--- config.mk ---
export PLATFORM = sky130hd
export DESIGN_NAME = multi_channel_edge_trigger
export DESIGN_NICKNAME = d
export VERILOG_FILES = /design/src/sv/met_pkg.sv /design/src/sv/met_cfg.sv /design/src/sv/met_hit.sv /design/src/sv/met_comb.sv /design/src/sv/met_hold.sv /design/src/sv/multi_channel_edge_trigger.sv
export SDC_FILE = /design/constraint.sdc
export NUM_CORES = 2
export LEC_CHECK = 0
export BUFFER_PORTS_ARGS = -buffer_cell sky130_fd_sc_hd__buf_2
export CAP_MARGIN = 20
export CORE_ASPECT_RATIO = 1.4
export CORE_MARGIN = 2
export CORE_UTILIZATION = 29
export CTS_CLUSTER_SIZE = 40
export DETAILED_ROUTE_END_ITERATION = 6
export HOLD_SLACK_MARGIN = 0.15
export MAX_ROUTING_LAYER = met4
export SYNTH_ARGS = -nofsm -noshare
export SYNTH_HDL_FRONTEND = slang
export SYNTH_SLANG_ARGS = --single-unit
export TNS_END_PERCENT = 30
--- constraint.sdc ---
create_clock -name clk -period 31 [get_ports clk]
set_clock_uncertainty 0.15 [all_clocks]
set_input_delay 1.55 -clock clk [delete_from_list [all_inputs] [get_ports clk]]
set_output_delay 1.55 -clock clk [all_outputs]
set_load 0.01 [all_outputs]
--- src/sv/met_pkg.sv ---
// Shared types, constants and helpers for the multi-channel edge trigger.
// No dependencies; every other file in the project imports this package.
`default_nettype none

package met_pkg;

  localparam int MET_MAX_COND  = 8;
  localparam int MET_MAX_CHUNK = 65536;

  localparam int LEVEL_W   = 8;    // levels / present / enable_mask width
  localparam int MODE_W    = 16;   // edge_modes width
  localparam int WORD_W    = 16;   // 16-bit config and result fields
  localparam int TPOS_W    = 17;   // trigger_position width
  localparam int CFG_W     = 17;   // widest register
  localparam int CFG_IDX_W = 3;

  localparam logic [TPOS_W-1:0] TPOS_ONE   = 17'h10000;
  localparam logic [32:0]       ROUND_HALF = 33'd32768;

  typedef enum logic [CFG_IDX_W-1:0] {
    REG_ENABLE_MASK = 3'd0,
    REG_EDGE_MODES  = 3'd1,
    REG_COMBINE_AND = 3'd2,
    REG_COIN_WINDOW = 3'd3,
    REG_WINDOW_LEN  = 3'd4,
    REG_TRIG_POS    = 3'd5
  } cfg_reg_t;

  typedef enum logic [1:0] {
    EDGE_RISE = 2'd0,
    EDGE_FALL = 2'd1,
    EDGE_ANY  = 2'd2
  } edge_kind_t;

  // Register file plus the pre/post split derived from it.
  typedef struct packed {
    logic [LEVEL_W-1:0] enable_mask;
    logic [MODE_W-1:0]  edge_modes;
    logic               combine_and;
    logic [WORD_W-1:0]  coin_window;
    logic [WORD_W-1:0]  window_len;
    logic [TPOS_W-1:0]  trig_pos;
    logic [WORD_W-1:0]  pre;
    logic [WORD_W-1:0]  post;
  } met_cfg_t;

  function automatic logic edge_seen(input logic [1:0] kind, input logic prev_lvl,
                                     input logic now);
    logic hit;
    hit = 1'b0;
    case (kind)
      EDGE_RISE: hit = !prev_lvl && now;
      EDGE_FALL: hit = prev_lvl && !now;
      EDGE_ANY:  hit = prev_lvl != now;
      default:   hit = 1'b0;
    endcase
    return hit;
  endfunction

endpackage

`default_nettype wire

--- src/sv/met_cfg.sv ---
// Configuration registers and the registered pre/post split of the capture window.
// Depends on met_pkg.
`default_nettype none

module met_cfg import met_pkg::*; (
  input  wire logic                 clk,
  input  wire logic                 rst_n,
  input  wire logic                 cfg_wr_en,
  input  wire logic [CFG_IDX_W-1:0] cfg_index,
  input  wire logic [CFG_W-1:0]     cfg_data,
  output met_cfg_t                  cfg
);

  logic [LEVEL_W-1:0] enable_mask_r;
  logic [MODE_W-1:0]  edge_modes_r;
  logic               combine_and_r;
  logic [WORD_W-1:0]  coin_window_r;
  logic [WORD_W-1:0]  window_len_r;
  logic [TPOS_W-1:0]  trig_pos_r;

  logic [32:0]        prod_r;
  logic [32:0]        prod_nxt;
  logic [WORD_W-1:0]  pre_r;
  logic [WORD_W-1:0]  pre_nxt;
  logic [WORD_W-1:0]  post_r;
  logic [WORD_W-1:0]  post_nxt;
  logic [TPOS_W-1:0]  tp_sat;
  logic [32:0]        rnd_sum;
  logic [16:0]        rnd;
  logic [16:0]        last_pos;

  always_ff @(posedge clk) begin
    if (!rst_n) begin
      enable_mask_r <= '0;
      edge_modes_r  <= '0;
      combine_and_r <= 1'b0;
      coin_window_r <= '0;
      window_len_r  <= '0;
      trig_pos_r    <= '0;
    end else if (cfg_wr_en) begin
      case (cfg_index)
        REG_ENABLE_MASK: enable_mask_r <= cfg_data[LEVEL_W-1:0];
        REG_EDGE_MODES:  edge_modes_r  <= cfg_data[MODE_W-1:0];
        REG_COMBINE_AND: combine_and_r <= cfg_data[0];
        REG_COIN_WINDOW: coin_window_r <= cfg_data[WORD_W-1:0];
        REG_WINDOW_LEN:  window_len_r  <= cfg_data[WORD_W-1:0];
        REG_TRIG_POS:    trig_pos_r    <= cfg_data[TPOS_W-1:0];
        default: ;
      endcase
    end
  end

  // Product is registered; rounding and clamp work on the registered product.
  always_comb begin
    tp_sat   = (trig_pos_r > TPOS_ONE) ? TPOS_ONE : trig_pos_r;
    prod_nxt = 33'(tp_sat) * 33'(window_len_r);
    rnd_sum  = prod_r + ROUND_HALF;
    rnd      = rnd_sum[32:16];
    last_pos = 17'(window_len_r) - 17'd1;
    if (window_len_r == '0) begin
      pre_nxt = '0;
    end else if (rnd > last_pos) begin
      pre_nxt = last_pos[WORD_W-1:0];
    end else begin
      pre_nxt = rnd[WORD_W-1:0];
    end
    post_nxt = window_len_r - pre_nxt;
  end

  always_ff @(posedge clk) begin
    prod_r <= prod_nxt;
    pre_r  <= pre_nxt;
    post_r <= post_nxt;
  end

  always_comb begin
    cfg.enable_mask = enable_mask_r;
    cfg.edge_modes  = edge_modes_r;
    cfg.combine_and = combine_and_r;
    cfg.coin_window = coin_window_r;
    cfg.window_len  = window_len_r;
    cfg.trig_pos    = trig_pos_r;
    cfg.pre         = pre_r;
    cfg.post        = post_r;
  end

endmodule

`default_nettype wire

--- src/sv/met_hit.sv ---
// Input register and per-condition edge tracking; hands a hit snapshot on at chunk end.
// Depends on met_pkg.
`default_nettype none

module met_hit import met_pkg::*; #(
  parameter int NUM_COND = MET_MAX_COND,
  parameter int IDX_W    = 16,
  parameter int MAX_CHUNK = MET_MAX_CHUNK
) (
  input  wire logic                           clk,
  input  wire logic                           rst_n,
  input  met_cfg_t                            cfg,
  input  wire logic                           in_valid,
  output logic                                in_ready,
  input  wire logic [LEVEL_W-1:0]             in_levels,
  input  wire logic [LEVEL_W-1:0]             in_present,
  input  wire logic                           in_last,
  output logic                                snap_valid,
  input  wire logic                           snap_ready,
  output logic [NUM_COND-1:0]                 snap_hv,
  output logic [NUM_COND-1:0][IDX_W-1:0]      snap_hidx,
  output logic [IDX_W:0]                      snap_cyc
);

  localparam logic [IDX_W-1:0] IDX_MAX = IDX_W'(MAX_CHUNK - 1);

  logic                           s0_v_r;
  logic [NUM_COND-1:0]            lv_r;
  logic [LEVEL_W-1:0]             pr_r;
  logic                           last_r;

  logic [NUM_COND-1:0]            prev_r;
  logic [NUM_COND-1:0]            hv_r;
  logic [NUM_COND-1:0][IDX_W-1:0] hidx_r;
  logic [IDX_W-1:0]               sidx_r;

  logic                           snap_v_r;
  logic [NUM_COND-1:0]            snap_hv_r;
  logic [NUM_COND-1:0][IDX_W-1:0] snap_hidx_r;
  logic [IDX_W:0]                 snap_cyc_r;

  logic                           in_xfer;
  logic                           go;
  logic [NUM_COND-1:0]            cur;
  logic [NUM_COND-1:0]            new_hit;
  logic [NUM_COND-1:0]            hv_upd;
  logic [NUM_COND-1:0][IDX_W-1:0] hidx_upd;
  logic [IDX_W:0]                 cyc_nxt;

  // A non-last sample only updates state; a last one needs the snapshot slot.
  assign go       = s0_v_r && (!last_r || !snap_v_r || snap_ready);
  assign in_ready = !s0_v_r || go;
  assign in_xfer  = in_valid && in_ready;

  always_comb begin
    cur = lv_r & pr_r[NUM_COND-1:0];
    for (int c = 0; c < NUM_COND; c++) begin
      new_hit[c] = (sidx_r != '0) && pr_r[c] && !hv_r[c] &&
                   edge_seen(cfg.edge_modes[2*c +: 2], prev_r[c], cur[c]);
      hidx_upd[c] = new_hit[c] ? sidx_r : hidx_r[c];
    end
    hv_upd  = hv_r | new_hit;
    cyc_nxt = ((pr_r & cfg.enable_mask) != '0) ? ({1'b0, sidx_r} + (IDX_W+1)'(1)) : '0;
  end

  always_ff @(posedge clk) begin
    if (!rst_n) begin
      s0_v_r   <= 1'b0;
      prev_r   <= '0;
      hv_r     <= '0;
      sidx_r   <= '0;
      snap_v_r <= 1'b0;
    end else begin
      if (in_xfer) begin
        s0_v_r <= 1'b1;
      end else if (go) begin
        s0_v_r <= 1'b0;
      end
      if (go) begin
        prev_r <= cur;
        if (last_r) begin
          hv_r   <= '0;
          sidx_r <= '0;
        end else begin
          hv_r <= hv_upd;
          if (sidx_r != IDX_MAX) begin
            sidx_r <= sidx_r + IDX_W'(1);
          end
        end
      end
      if (go && last_r) begin
        snap_v_r <= 1'b1;
      end else if (snap_ready) begin
        snap_v_r <= 1'b0;
      end
    end
  end

  always_ff @(posedge clk) begin
    if (in_xfer) begin
      lv_r   <= in_levels[NUM_COND-1:0];
      pr_r   <= in_present;
      last_r <= in_last;
    end
    if (go && !last_r) begin
      hidx_r <= hidx_upd;
    end
    if (go && last_r) begin
      snap_hv_r   <= hv_upd;
      snap_hidx_r <= hidx_upd;
      snap_cyc_r  <= cyc_nxt;
    end
  end

  assign snap_valid = snap_v_r;
  assign snap_hv    = snap_hv_r;
  assign snap_hidx  = snap_hidx_r;
  assign snap_cyc   = snap_cyc_r;

  a_idx_restart: assert property (@(posedge clk) disable iff (!rst_n)
    go && last_r |=> sidx_r == '0)
    else $error("sample index not restarted after chunk end");

  a_hits_sticky: assert property (@(posedge clk) disable iff (!rst_n)
    go && !last_r |=> (hv_r & $past(hv_r)) == $past(hv_r))
    else $error("first hit lost inside a chunk");

  a_snap_hold: assert property (@(posedge clk) disable iff (!rst_n)
    snap_v_r && !snap_ready |=> snap_v_r && $stable(snap_cyc_r))
    else $error("snapshot dropped while stalled");

endmodule

`default_nettype wire

--- src/sv/met_comb.sv ---
// Combines recorded first hits with OR (earliest) or AND (all within window).
// Depends on met_pkg.
`default_nettype none

module met_comb import met_pkg::*; #(
  parameter int NUM_COND = MET_MAX_COND,
  parameter int IDX_W    = 16
) (
  input  wire logic                      clk,
  input  wire logic                      rst_n,
  input  met_cfg_t                       cfg,
  input  wire logic                      snap_valid,
  output logic                           snap_ready,
  input  wire logic [NUM_COND-1:0]       snap_hv,
  input  wire logic [NUM_COND-1:0][IDX_W-1:0] snap_hidx,
  input  wire logic [IDX_W:0]            snap_cyc,
  output logic                           comb_valid,
  input  wire logic                      comb_ready,
  output logic                           comb_have,
  output logic [IDX_W-1:0]               comb_fire_at,
  output logic [IDX_W:0]                 comb_cyc
);

  logic                v_r;
  logic                have_r;
  logic [IDX_W-1:0]    fire_at_r;
  logic [IDX_W:0]      cyc_r;

  logic [NUM_COND-1:0] enm;
  logic [NUM_COND-1:0] hit;
  logic [NUM_COND-1:0] miss;
  logic [IDX_W-1:0]    lo;
  logic [IDX_W-1:0]    hi;
  logic [IDX_W-1:0]    span;
  logic [WORD_W-1:0]   win;
  logic                have_and;
  logic                have_or;
  logic                have_nxt;
  logic                xfer;

  assign snap_ready = !v_r || comb_ready;
  assign xfer       = snap_valid && snap_ready;

  always_comb begin
    enm  = cfg.enable_mask[NUM_COND-1:0];
    hit  = enm & snap_hv;
    miss = enm & ~snap_hv;
    lo   = '1;
    hi   = '0;
    for (int c = 0; c < NUM_COND; c++) begin
      if (hit[c]) begin
        if (snap_hidx[c] < lo) lo = snap_hidx[c];
        if (snap_hidx[c] > hi) hi = snap_hidx[c];
      end
    end
    span     = hi - lo;
    win      = (cfg.coin_window == '0) ? WORD_W'(1) : cfg.coin_window;
    have_or  = hit != '0;
    have_and = (miss == '0) && (17'(span) < 17'(win));
    have_nxt = (enm != '0) && (cfg.combine_and ? have_and : have_or);
  end

  always_ff @(posedge clk) begin
    if (!rst_n) begin
      v_r <= 1'b0;
    end else if (xfer) begin
      v_r <= 1'b1;
    end else if (comb_ready) begin
      v_r <= 1'b0;
    end
  end

  always_ff @(posedge clk) begin
    if (xfer) begin
      have_r    <= have_nxt;
      fire_at_r <= lo;
      cyc_r     <= snap_cyc;
    end
  end

  assign comb_valid   = v_r;
  assign comb_have    = have_r;
  assign comb_fire_at = fire_at_r;
  assign comb_cyc     = cyc_r;

endmodule

`default_nettype wire

--- src/sv/met_hold.sv ---
// Fire placement by the pre/post split, holdoff tracking and the result register.
// Depends on met_pkg.
`default_nettype none

module met_hold import met_pkg::*; #(
  parameter int IDX_W = 16
) (
  input  wire logic              clk,
  input  wire logic              rst_n,
  input  met_cfg_t               cfg,
  input  wire logic              comb_valid,
  output logic                   comb_ready,
  input  wire logic              comb_have,
  input  wire logic [IDX_W-1:0]  comb_fire_at,
  input  wire logic [IDX_W:0]    comb_cyc,
  output logic                   res_valid,
  input  wire logic              res_ready,
  output logic                   res_fired,
  output logic [WORD_W-1:0]      res_index,
  output logic [WORD_W-1:0]      res_extra
);

  logic              hold_r;
  logic              hold_nxt;
  logic [WORD_W-1:0] prem_r;
  logic [WORD_W-1:0] prem_nxt;
  logic              out_v_r;
  logic              fired_r;
  logic              fired_nxt;
  logic [WORD_W-1:0] index_r;
  logic [WORD_W-1:0] index_nxt;
  logic [WORD_W-1:0] extra_r;
  logic [WORD_W-1:0] extra_nxt;

  logic              xfer;
  logic              win_off;
  logic [16:0]       cyc17;
  logic [16:0]       fire17;
  logic [16:0]       avail;

  assign comb_ready = !out_v_r || res_ready;
  assign xfer       = comb_valid && comb_ready;

  always_comb begin
    win_off   = cfg.window_len == '0;
    cyc17     = 17'(comb_cyc);
    fire17    = 17'(comb_fire_at);
    avail     = (cyc17 > fire17) ? cyc17 - fire17 : '0;
    hold_nxt  = 1'b0;
    prem_nxt  = prem_r;
    fired_nxt = 1'b0;
    index_nxt = '0;
    extra_nxt = '0;
    if (hold_r && !win_off) begin
      // Count post-trigger samples still owed by the latched fire.
      if (cyc17 >= 17'(prem_r)) begin
        fired_nxt = 1'b1;
        index_nxt = cfg.pre;
        extra_nxt = WORD_W'(cyc17 - 17'(prem_r));
        prem_nxt  = '0;
      end else begin
        hold_nxt = 1'b1;
        prem_nxt = prem_r - WORD_W'(cyc17);
      end
    end else if (comb_have) begin
      if (win_off) begin
        fired_nxt = 1'b1;
        index_nxt = WORD_W'(comb_fire_at);
      end else if (avail >= 17'(cfg.post)) begin
        fired_nxt = 1'b1;
        index_nxt = cfg.pre;
        extra_nxt = WORD_W'(avail - 17'(cfg.post));
      end else begin
        hold_nxt = 1'b1;
        prem_nxt = cfg.post - WORD_W'(avail);
      end
    end
  end

  always_ff @(posedge clk) begin
    if (!rst_n) begin
      hold_r  <= 1'b0;
      prem_r  <= '0;
      out_v_r <= 1'b0;
    end else begin
      if (xfer) begin
        hold_r  <= hold_nxt;
        prem_r  <= prem_nxt;
        out_v_r <= 1'b1;
      end else if (res_ready) begin
        out_v_r <= 1'b0;
      end
    end
  end

  always_ff @(posedge clk) begin
    if (xfer) begin
      fired_r <= fired_nxt;
      index_r <= index_nxt;
      extra_r <= extra_nxt;
    end
  end

  assign res_valid = out_v_r;
  assign res_fired = fired_r;
  assign res_index = index_r;
  assign res_extra = extra_r;

  a_hold_owes: assert property (@(posedge clk) disable iff (!rst_n)
    hold_r |-> prem_r != '0)
    else $error("holdoff latched with nothing owed");

  a_skip_zero: assert property (@(posedge clk) disable iff (!rst_n)
    out_v_r && !fired_r |-> index_r == '0 && extra_r == '0)
    else $error("skipped chunk carries nonzero fields");

  a_fire_clears: assert property (@(posedge clk) disable iff (!rst_n)
    xfer && fired_nxt |=> !hold_r)
    else $error("holdoff still set after a fire");

endmodule

`default_nettype wire

--- src/sv/multi_channel_edge_trigger.sv ---
// Multi-channel edge trigger with holdoff: takes one sample time per transfer.
// Throughput: one input transfer per cycle unless stalled: a chunk's last sample
// waits for the hit snapshot slot. From that transfer to out_tvalid the result
// passes the input reg (loaded on the transfer edge), hit snapshot, combine, result reg.
// The pre/post split follows a register write via the registered product, then rounding.
// rst_n (synchronous, active low) clears registers, hit state, holdoff and valids.
`default_nettype none

module multi_channel_edge_trigger import met_pkg::*; #(
  parameter int MAX_CONDITIONS = MET_MAX_COND,
  parameter int MAX_CHUNK      = MET_MAX_CHUNK
) (
  input  wire logic                 clk,
  input  wire logic                 rst_n,
  input  wire logic                 cfg_wr_en,
  input  wire logic [CFG_IDX_W-1:0] cfg_index,
  input  wire logic [CFG_W-1:0]     cfg_data,
  input  wire logic                 in_tvalid,
  output logic                      in_tready,
  input  wire logic [15:0]          in_tdata,   // [7:0] levels, [15:8] present
  input  wire logic                 in_tlast,   // chunk_last
  output logic                      out_tvalid,
  input  wire logic                 out_tready,
  output logic [31:0]               out_tdata,  // [15:0] fire_index, [31:16] extra_samples
  output logic                      out_tuser   // fired
);

  localparam int NUM_COND = (MAX_CONDITIONS < LEVEL_W) ? MAX_CONDITIONS : LEVEL_W;
  localparam int IDX_W    = (MAX_CHUNK > 1) ? $clog2(MAX_CHUNK) : 1;

  met_cfg_t                       cfg;
  logic                           snap_valid;
  logic                           snap_ready;
  logic [NUM_COND-1:0]            snap_hv;
  logic [NUM_COND-1:0][IDX_W-1:0] snap_hidx;
  logic [IDX_W:0]                 snap_cyc;
  logic                           comb_valid;
  logic                           comb_ready;
  logic                           comb_have;
  logic [IDX_W-1:0]               comb_fire_at;
  logic [IDX_W:0]                 comb_cyc;
  logic                           res_fired;
  logic [WORD_W-1:0]              res_index;
  logic [WORD_W-1:0]              res_extra;

  met_cfg u_cfg (
    .clk       (clk),
    .rst_n     (rst_n),
    .cfg_wr_en (cfg_wr_en),
    .cfg_index (cfg_index),
    .cfg_data  (cfg_data),
    .cfg       (cfg)
  );

  met_hit #(
    .NUM_COND  (NUM_COND),
    .IDX_W     (IDX_W),
    .MAX_CHUNK (MAX_CHUNK)
  ) u_hit (
    .clk        (clk),
    .rst_n      (rst_n),
    .cfg        (cfg),
    .in_valid   (in_tvalid),
    .in_ready   (in_tready),
    .in_levels  (in_tdata[7:0]),
    .in_present (in_tdata[15:8]),
    .in_last    (in_tlast),
    .snap_valid (snap_valid),
    .snap_ready (snap_ready),
    .snap_hv    (snap_hv),
    .snap_hidx  (snap_hidx),
    .snap_cyc   (snap_cyc)
  );

  met_comb #(
    .NUM_COND (NUM_COND),
    .IDX_W    (IDX_W)
  ) u_comb (
    .clk          (clk),
    .rst_n        (rst_n),
    .cfg          (cfg),
    .snap_valid   (snap_valid),
    .snap_ready   (snap_ready),
    .snap_hv      (snap_hv),
    .snap_hidx    (snap_hidx),
    .snap_cyc     (snap_cyc),
    .comb_valid   (comb_valid),
    .comb_ready   (comb_ready),
    .comb_have    (comb_have),
    .comb_fire_at (comb_fire_at),
    .comb_cyc     (comb_cyc)
  );

  met_hold #(
    .IDX_W (IDX_W)
  ) u_hold (
    .clk          (clk),
    .rst_n        (rst_n),
    .cfg          (cfg),
    .comb_valid   (comb_valid),
    .comb_ready   (comb_ready),
    .comb_have    (comb_have),
    .comb_fire_at (comb_fire_at),
    .comb_cyc     (comb_cyc),
    .res_valid    (out_tvalid),
    .res_ready    (out_tready),
    .res_fired    (res_fired),
    .res_index    (res_index),
    .res_extra    (res_extra)
  );

  assign out_tdata = {res_extra, res_index};
  assign out_tuser = res_fired;

endmodule

`default_nettype wire

Word level (Yosys, flattened, before mapping)
Index checks and enable logic that the tools add are counted.
Widths: inputs -> output; s select.
- register bits: 557
- input bits: 42
- output and inout bits: 35
- $add $sub $neg: 11
- multipliers: 1
- $lt $le $gt $ge: 22
- eq/ne operators: 32
- mux-type cells: 90
- bitwise operators: 6
- reductions and logical operators: 114
- operators by type and width (operator ; number):
    $mux 16 ; 60
    $lt 16x16->1 ; 8
    $gt 16x16->1 ; 7
    $sub 16x16->16 ; 6
    $logic_and 1x1->1 ; 49
    $ge 17x16->1 ; 2
    $mux 17 ; 2
    $add 33x16->33 const B ; 1
    $mul 17x16->33 ; 1
    $and 8x8->8 ; 4
    $logic_not 16->1 ; 2
    $logic_not 1->1 ; 30
    $pmux 1 s3 ; 8
    $reduce_bool 8->1 ; 3
    $mux 1 ; 19
    $add 16x1->17 const B ; 1
    $gt 17x16->1 ; 1
    $gt 17x17->1 ; 1
    $gt 17x17->1 const B ; 1
    $sub 16x1->17 const B ; 1
    $sub 17x16->17 ; 1
    $add 16x1->16 const B ; 1
    $eq 2x1->1 const B ; 8
    $eq 2x2->1 const B ; 8
    other kinds (20) ; 51

Longest topological paths before layout
- depth in word-level cells: 29
- depth in mapped cells: 134
- mapped depth without buffers: 121

By module
A second synthesis with hierarchy kept.
- cell total of the unflattened synthesis: 4576
- area, all modules: 44716.6 µm²
- modules (own cells, without submodules) (module ; times used ; cells an instance ; area an instance (µm²) ; sequential area each (µm²)):
    met_cfg ; 1 ; 1642 ; 14377.5 ; 2482.4
    met_hit ; 1 ; 756 ; 13319.0 ; 9629.2
    met_comb ; 1 ; 1428 ; 10950.5 ; 1041.0
    met_hold ; 1 ; 750 ; 6069.6 ; 1351.3

Worst setup path after synthesis
OpenSTA, ideal clock, no wires.
- kind: register to register
- start point: register u_hit.snap_hidx_r, in the netlist u_hit.snap_hidx[0]
- end point: register u_comb.have_r (netlist: u_comb.comb_have) (data pin)
- arrival time: 21137 ps
- setup slack: 9568 ps
- cell stages (with the launch flop): 115
- path buffers: 12
- clock period less this slack: 21432 ps
- path through: edfxtp_1 -> nand4_1 -> o41ai_1 -> clkbuf_1 -> nor2_1 -> ha_1 -> nand4_1 -> nor2_1 -> o211ai_1 -> a21o_1 -> nand2_1 -> clkbuf_1 -> clkbuf_1 -> nor2_1 -> a21oi_1 -> inv_1 -> ha_1 -> a21o_1 -> [... 79 more ...] -> a21boi_0 -> o21ai_0 -> a21boi_0 -> o21ai_0 -> a21boi_0 -> o21ai_0 -> a21boi_0 -> o21ai_0 -> nand2b_1 -> a21o_1 -> a21oi_1 -> nor4b_1 -> o21ai_0 -> nand4b_1 -> ha_1 -> a221oi_1 -> nand3_1 -> a21oi_1
- word-level cells in the longest chain between the ends: 29
- elaborated cells on any way between the ends: 53
- those cells by class: add/sub: 1; order compare: 17; mux: 33; reduce/logical: 2
- ends and longest elaborated chain (what ; line ; source):
    start, declared ; met_hit.sv:39 ; logic [NUM_COND-1:0][IDX_W-1:0] snap_hidx_r;
    start signal, assigned ; met_hit.sv:110 ; snap_hidx_r <= hidx_upd;
    $gt 16x1->1 / $lt 16x16->1 (equally long branches) ; met_comb.sv:53, met_comb.sv:52 ;
    $mux 16, on equally long branches ; met_comb.sv:53, met_comb.sv:52 ;
    $mux 16 ; met_comb.sv:51 ; if (hit[c]) begin
    $gt 16x16->1 / $lt 16x16->1 (equally long branches) ; met_comb.sv:53, met_comb.sv:52 ;
    $mux 16, on equally long branches ; met_comb.sv:53, met_comb.sv:52 ;
    $mux 16 ; met_comb.sv:51 ;
    $gt 16x16->1 / $lt 16x16->1 (equally long branches) ; met_comb.sv:53, met_comb.sv:52 ;
    $mux 16, on equally long branches ; met_comb.sv:53, met_comb.sv:52 ;
    [... 14 more ...] ; -- ;
    $mux 16, on equally long branches ; met_comb.sv:53, met_comb.sv:52 ;
    $mux 16 ; met_comb.sv:51 ;
    $sub 16x16->16 (*) ; met_comb.sv:56 ; span = hi - lo;
    $lt 16x16->1 (*) ; met_comb.sv:59 ; have_and = (miss == '0) && (17'(span) < 17'(win));
    $logic_and 1x1->1 (*) ; met_comb.sv:59 ;
    $mux 1 (*) ; met_comb.sv:60 ; have_nxt = (enm != '0) && (cfg.combine_and ? have_and : have_or);
    $logic_and 1x1->1 (*) ; met_comb.sv:60 ;
    named net u_comb.have_nxt ; met_comb.sv:38 ; logic have_nxt;
    end signal, assigned ; met_comb.sv:75 ; have_r <= have_nxt;
    end, declared ; met_comb.sv:25 ; logic have_r;
The timed path passes the listed nets; every way through them passes the cells marked *.
A chain may end at the register's enable or synchronous reset.

Worst setup path after layout
- start point: register u_cfg.enable_mask_r[0]
- end point: register u_comb.have_r (netlist: u_comb.comb_have) (data pin)
- word-level cells in the longest chain between the ends: 28
- elaborated cells on any way between the ends: 54
- those cells by class: add/sub: 1; order compare: 15; mux: 31; bitwise: 2; reduce/logical: 5
- ends and longest elaborated chain (what ; line ; source):
    start, declared ; met_cfg.sv:14 ; logic [LEVEL_W-1:0] enable_mask_r;
    start signal, assigned ; met_cfg.sv:42 ; REG_ENABLE_MASK: enable_mask_r <= cfg_data[LEVEL_W-1:0];
    $and 8x8->8 ; met_comb.sv:46 ; hit = enm & snap_hv;
    $mux 16 ; met_comb.sv:51 ;
    $gt 16x16->1 / $lt 16x16->1 (equally long branches) ; met_comb.sv:53, met_comb.sv:52 ;
    $mux 16, on equally long branches ; met_comb.sv:53, met_comb.sv:52 ;
    $mux 16 ; met_comb.sv:51 ;
    $gt 16x16->1 / $lt 16x16->1 (equally long branches) ; met_comb.sv:53, met_comb.sv:52 ;
    $mux 16, on equally long branches ; met_comb.sv:53, met_comb.sv:52 ;
    $mux 16 ; met_comb.sv:51 ;
    [... 13 more ...] ; -- ;
    $mux 16, on equally long branches ; met_comb.sv:53, met_comb.sv:52 ;
    $mux 16 ; met_comb.sv:51 ;
    $sub 16x16->16 ; met_comb.sv:56 ;
    $lt 16x16->1 ; met_comb.sv:59 ;
    $logic_and 1x1->1 ; met_comb.sv:59 ;
    $mux 1 ; met_comb.sv:60 ;
    $logic_and 1x1->1 (*) ; met_comb.sv:60 ;
    named net u_comb.have_nxt ; met_comb.sv:38 ;
Marks and branches as above.

==> summary.txt <==
Run status
  • Outcome: complete, no violations

Global route
  • All-Layer GR Usage: 0.167
  • Initial antenna violation count: 6
  • Largest net degree at the start of global routing: 102
  • First-pass GRT wire length: 191,000 um
  • Grt ovf: 0
  • Number of global-route vias before repair: 33,127

Synthesis
  • Mux cell area share after synthesis: 0.0565
  • Ys async rst share: 0
  • Synthesized area: 0.0425 mm2
  • Largest family of logic cells by synthesized area: adder cells
  • Most used DFF post-synth: edfxtp_1
  • Synth warn: 0
  • Number of synthesized flops with an enable pin: 365
  • Xor/xnor cell area share of the yosys netlist: 0.0257
  • Synth Area in Compound Gates: 0.119
  • Synth Register Bits: 542
  • Sequential fraction of the synthesis area: 0.341
  • Simple-gate portion of the synthesized area: 0.150
  • Cells after Synth: 4,536
  • Adder-Cell Fraction of Synth Area: 0.240
  • Post-synth cell types: 84
  • Syn nets: 5,263
  • Mapped Avg Cell Area: 9.37 um2

Route
  • Via density: 4.98
  • Vias: 32,412
  • Routed WL: 122,000 um
  • DRC viols: 0
  • Routed WL per cell: 18.8 um
  • Detailed-router iteration count before antenna repair: 6
  • 1st-iter DRT viols: 2,023
  • Post-route antenna net violation count: 0

Pwr
  • Worst IR Drop VDD: 0.0442 mV
  • Pwr dens: 37.5 mW/mm2
  • Leakage power: 20.5 nW

Timing
  • Final min period: 23.82 ns
  • Hold Slack: 0.266 ns
  • Final setup fails: 0
  • Slew at the pin closest to its max-slew limit: 1.12 ns
  • Setup TNS: 0 ns
  • Endpoints failing hold: 0
  • Period utilization: 0.768
  • Max Clock Freq: 42.0 MHz
  • Max_slew headroom: 0.250
  • Slew Limit Fails: 0
  • RSZ-0062 raised after global routing: no

Cells and area
  • Post-route cell area: 0.0471 mm2
  • Commonest cells after routing, fill and taps aside: 577 x nand2_1, 571 x inv_1, 471 x ha_1, 365 x edfxtp_1, 304 x a21oi_1
  • Synthesis-to-finish area growth: 10.7%
  • Share of post-route cells with drive strength above 1: 0.0878
  • Most common cell after layout, fill and taps aside: nand2_1
  • Fin nets: 5,252
  • Finished Layout Cells: 6,514

Worst setup path
  • Worst path max stage delay: 0.92 ns
  • Critical path endpoint category: register
  • Max stage delay cell, worst path: o31a_1
  • Crit path kind: reg -> reg
  • Most used cell along the critical path: o21ai_0
  • Buf/Inv on CP: 10
  • CP arrival: 24.17 ns
  • Crit start category: register
  • Cell family with most CP delay: compound AO/OA/AOI/OAI gates
  • CP max FO: 31
  • Required @ worst endpoint: 31.35 ns

Floorplanning
  • Initial Util: 0.292
  • Std-Cell Rows: 166
  • IO Pins: 77
  • CORE AREA: 0.146 mm2
  • Die Ht: 457 um
  • Full die area: 0.150 mm2
  • Die Wd: 328 um

Flow run
  • Max cap viols: 0

Clocking
  • Longest Clk Path Bufs: 3
  • Hold_buf cts: 0
  • Htree depth: 2
  • Clock root cell: clkbuf_16
  • Cts repair resizes: 0
  • Inserted Clock Buffers: 59
  • Clk slew on worst S/H paths: 0.07 ns
  • CTS tree: built
  • Setup Buffers After CTS: 0
  • Worst skew pair latency: 0.69 ns
  • # clock sinks: 542

Placement
  • Global placer's final weighted congestion: 0.931
  • I/O Buffers: 76
  • DP Area: 0.0450 mm2
  • Placed Cells: 6,393
  • HPWL Detailed: 95,900 um

Worst hold path
  • Hold Crit Class: reg -> reg
## power breakdown
part	switching (mW)	internal [mW]
combinational	0.134	0.0837
clock	0.309	0.423
sequential	0.0218	0.793
total	0.465	1.30
## registers in the layout, indices dropped and copies added, names as in the netlist, 17 cells and up
register          count
u_hit.snap_cyc       17
u_cfg.trig_pos_r     17
u_cfg.prod_r         18
u_comb.comb_cyc      17
u_hit.snap_hidx     128
u_hit.hidx_r        128
## metal layers
metal / GRT usage / wire length, um / vias up
met4: 0.0632 / 4800 / 0
li1: - / - / 15536
met3: 0.0194 / 5060 / 251
met2: 0.303 / 63900 / 767
met5: - / 0 / -
met1: 0.186 / 48600 / 15858
## worst paths after layout
check                                            start                   to  slack (ns)  cells past startpoint
worst min-delay path                u_hit.snap_cyc[15]  u_comb.comb_cyc[15]        0.27                      0
worst max register to register  u_cfg.enable_mask_r[0]     u_comb.comb_have        7.18                    120
worst min register to register      u_hit.snap_cyc[15]  u_comb.comb_cyc[15]        0.27                      0
worst max-delay path            u_cfg.enable_mask_r[0]     u_comb.comb_have        7.18                    120
## through the flow
step	utilization	setup slack (ns)	power, mW
after floorplan	-	9.57	0.974
after global placement	0.308	7.25	1.04
after detailed placement	0.309	7.35	1.05
after CTS	0.323	7.24	1.78
after global routing	0.323	4.80	1.84
final	0.323	7.18	1.76
## synth_stat cells (all sizes together), types with 49 or more instances
library cell	n	area [um2]
a21oi	306	1540
mux2	149	1680
nand2	579	2180
ha	471	5890
mux2i	72	721
xnor2	85	744
nand2b	53	332
clkbuf	178	668
nand4	54	338
inv	574	2150
nor3	66	330
dfxtp	177	3540
o21ai	221	1110
edfxtp	365	11000
and3	109	682
nor2	271	1020
fa	214	4280
nor2b	49	307
a21o	80	601
## cells by family after synthesis
kind of cell	after synthesis
AO/OA/AOI/OAI	828
XOR/XNOR	125
adder cells (fa/ha/maj)	687
buffers and inverters	773
flip-flops	542
multiplexers	221
AND/OR/NAND/NOR	1360
## final cells by class
class / count / area [um2]
fillers: 15053 / 98700
multi-input cells: 3221 / 25200
flip-flops and latches: 542 / 14500
well taps: 1932 / 2420
inverters: 575 / 2170
clock buffers: 79 / 1660
repair buffers: 126 / 783
clock inverters: 33 / 379
diodes: 6 / 15.0
Note: power is estimated with default switching activity, not from simulation.
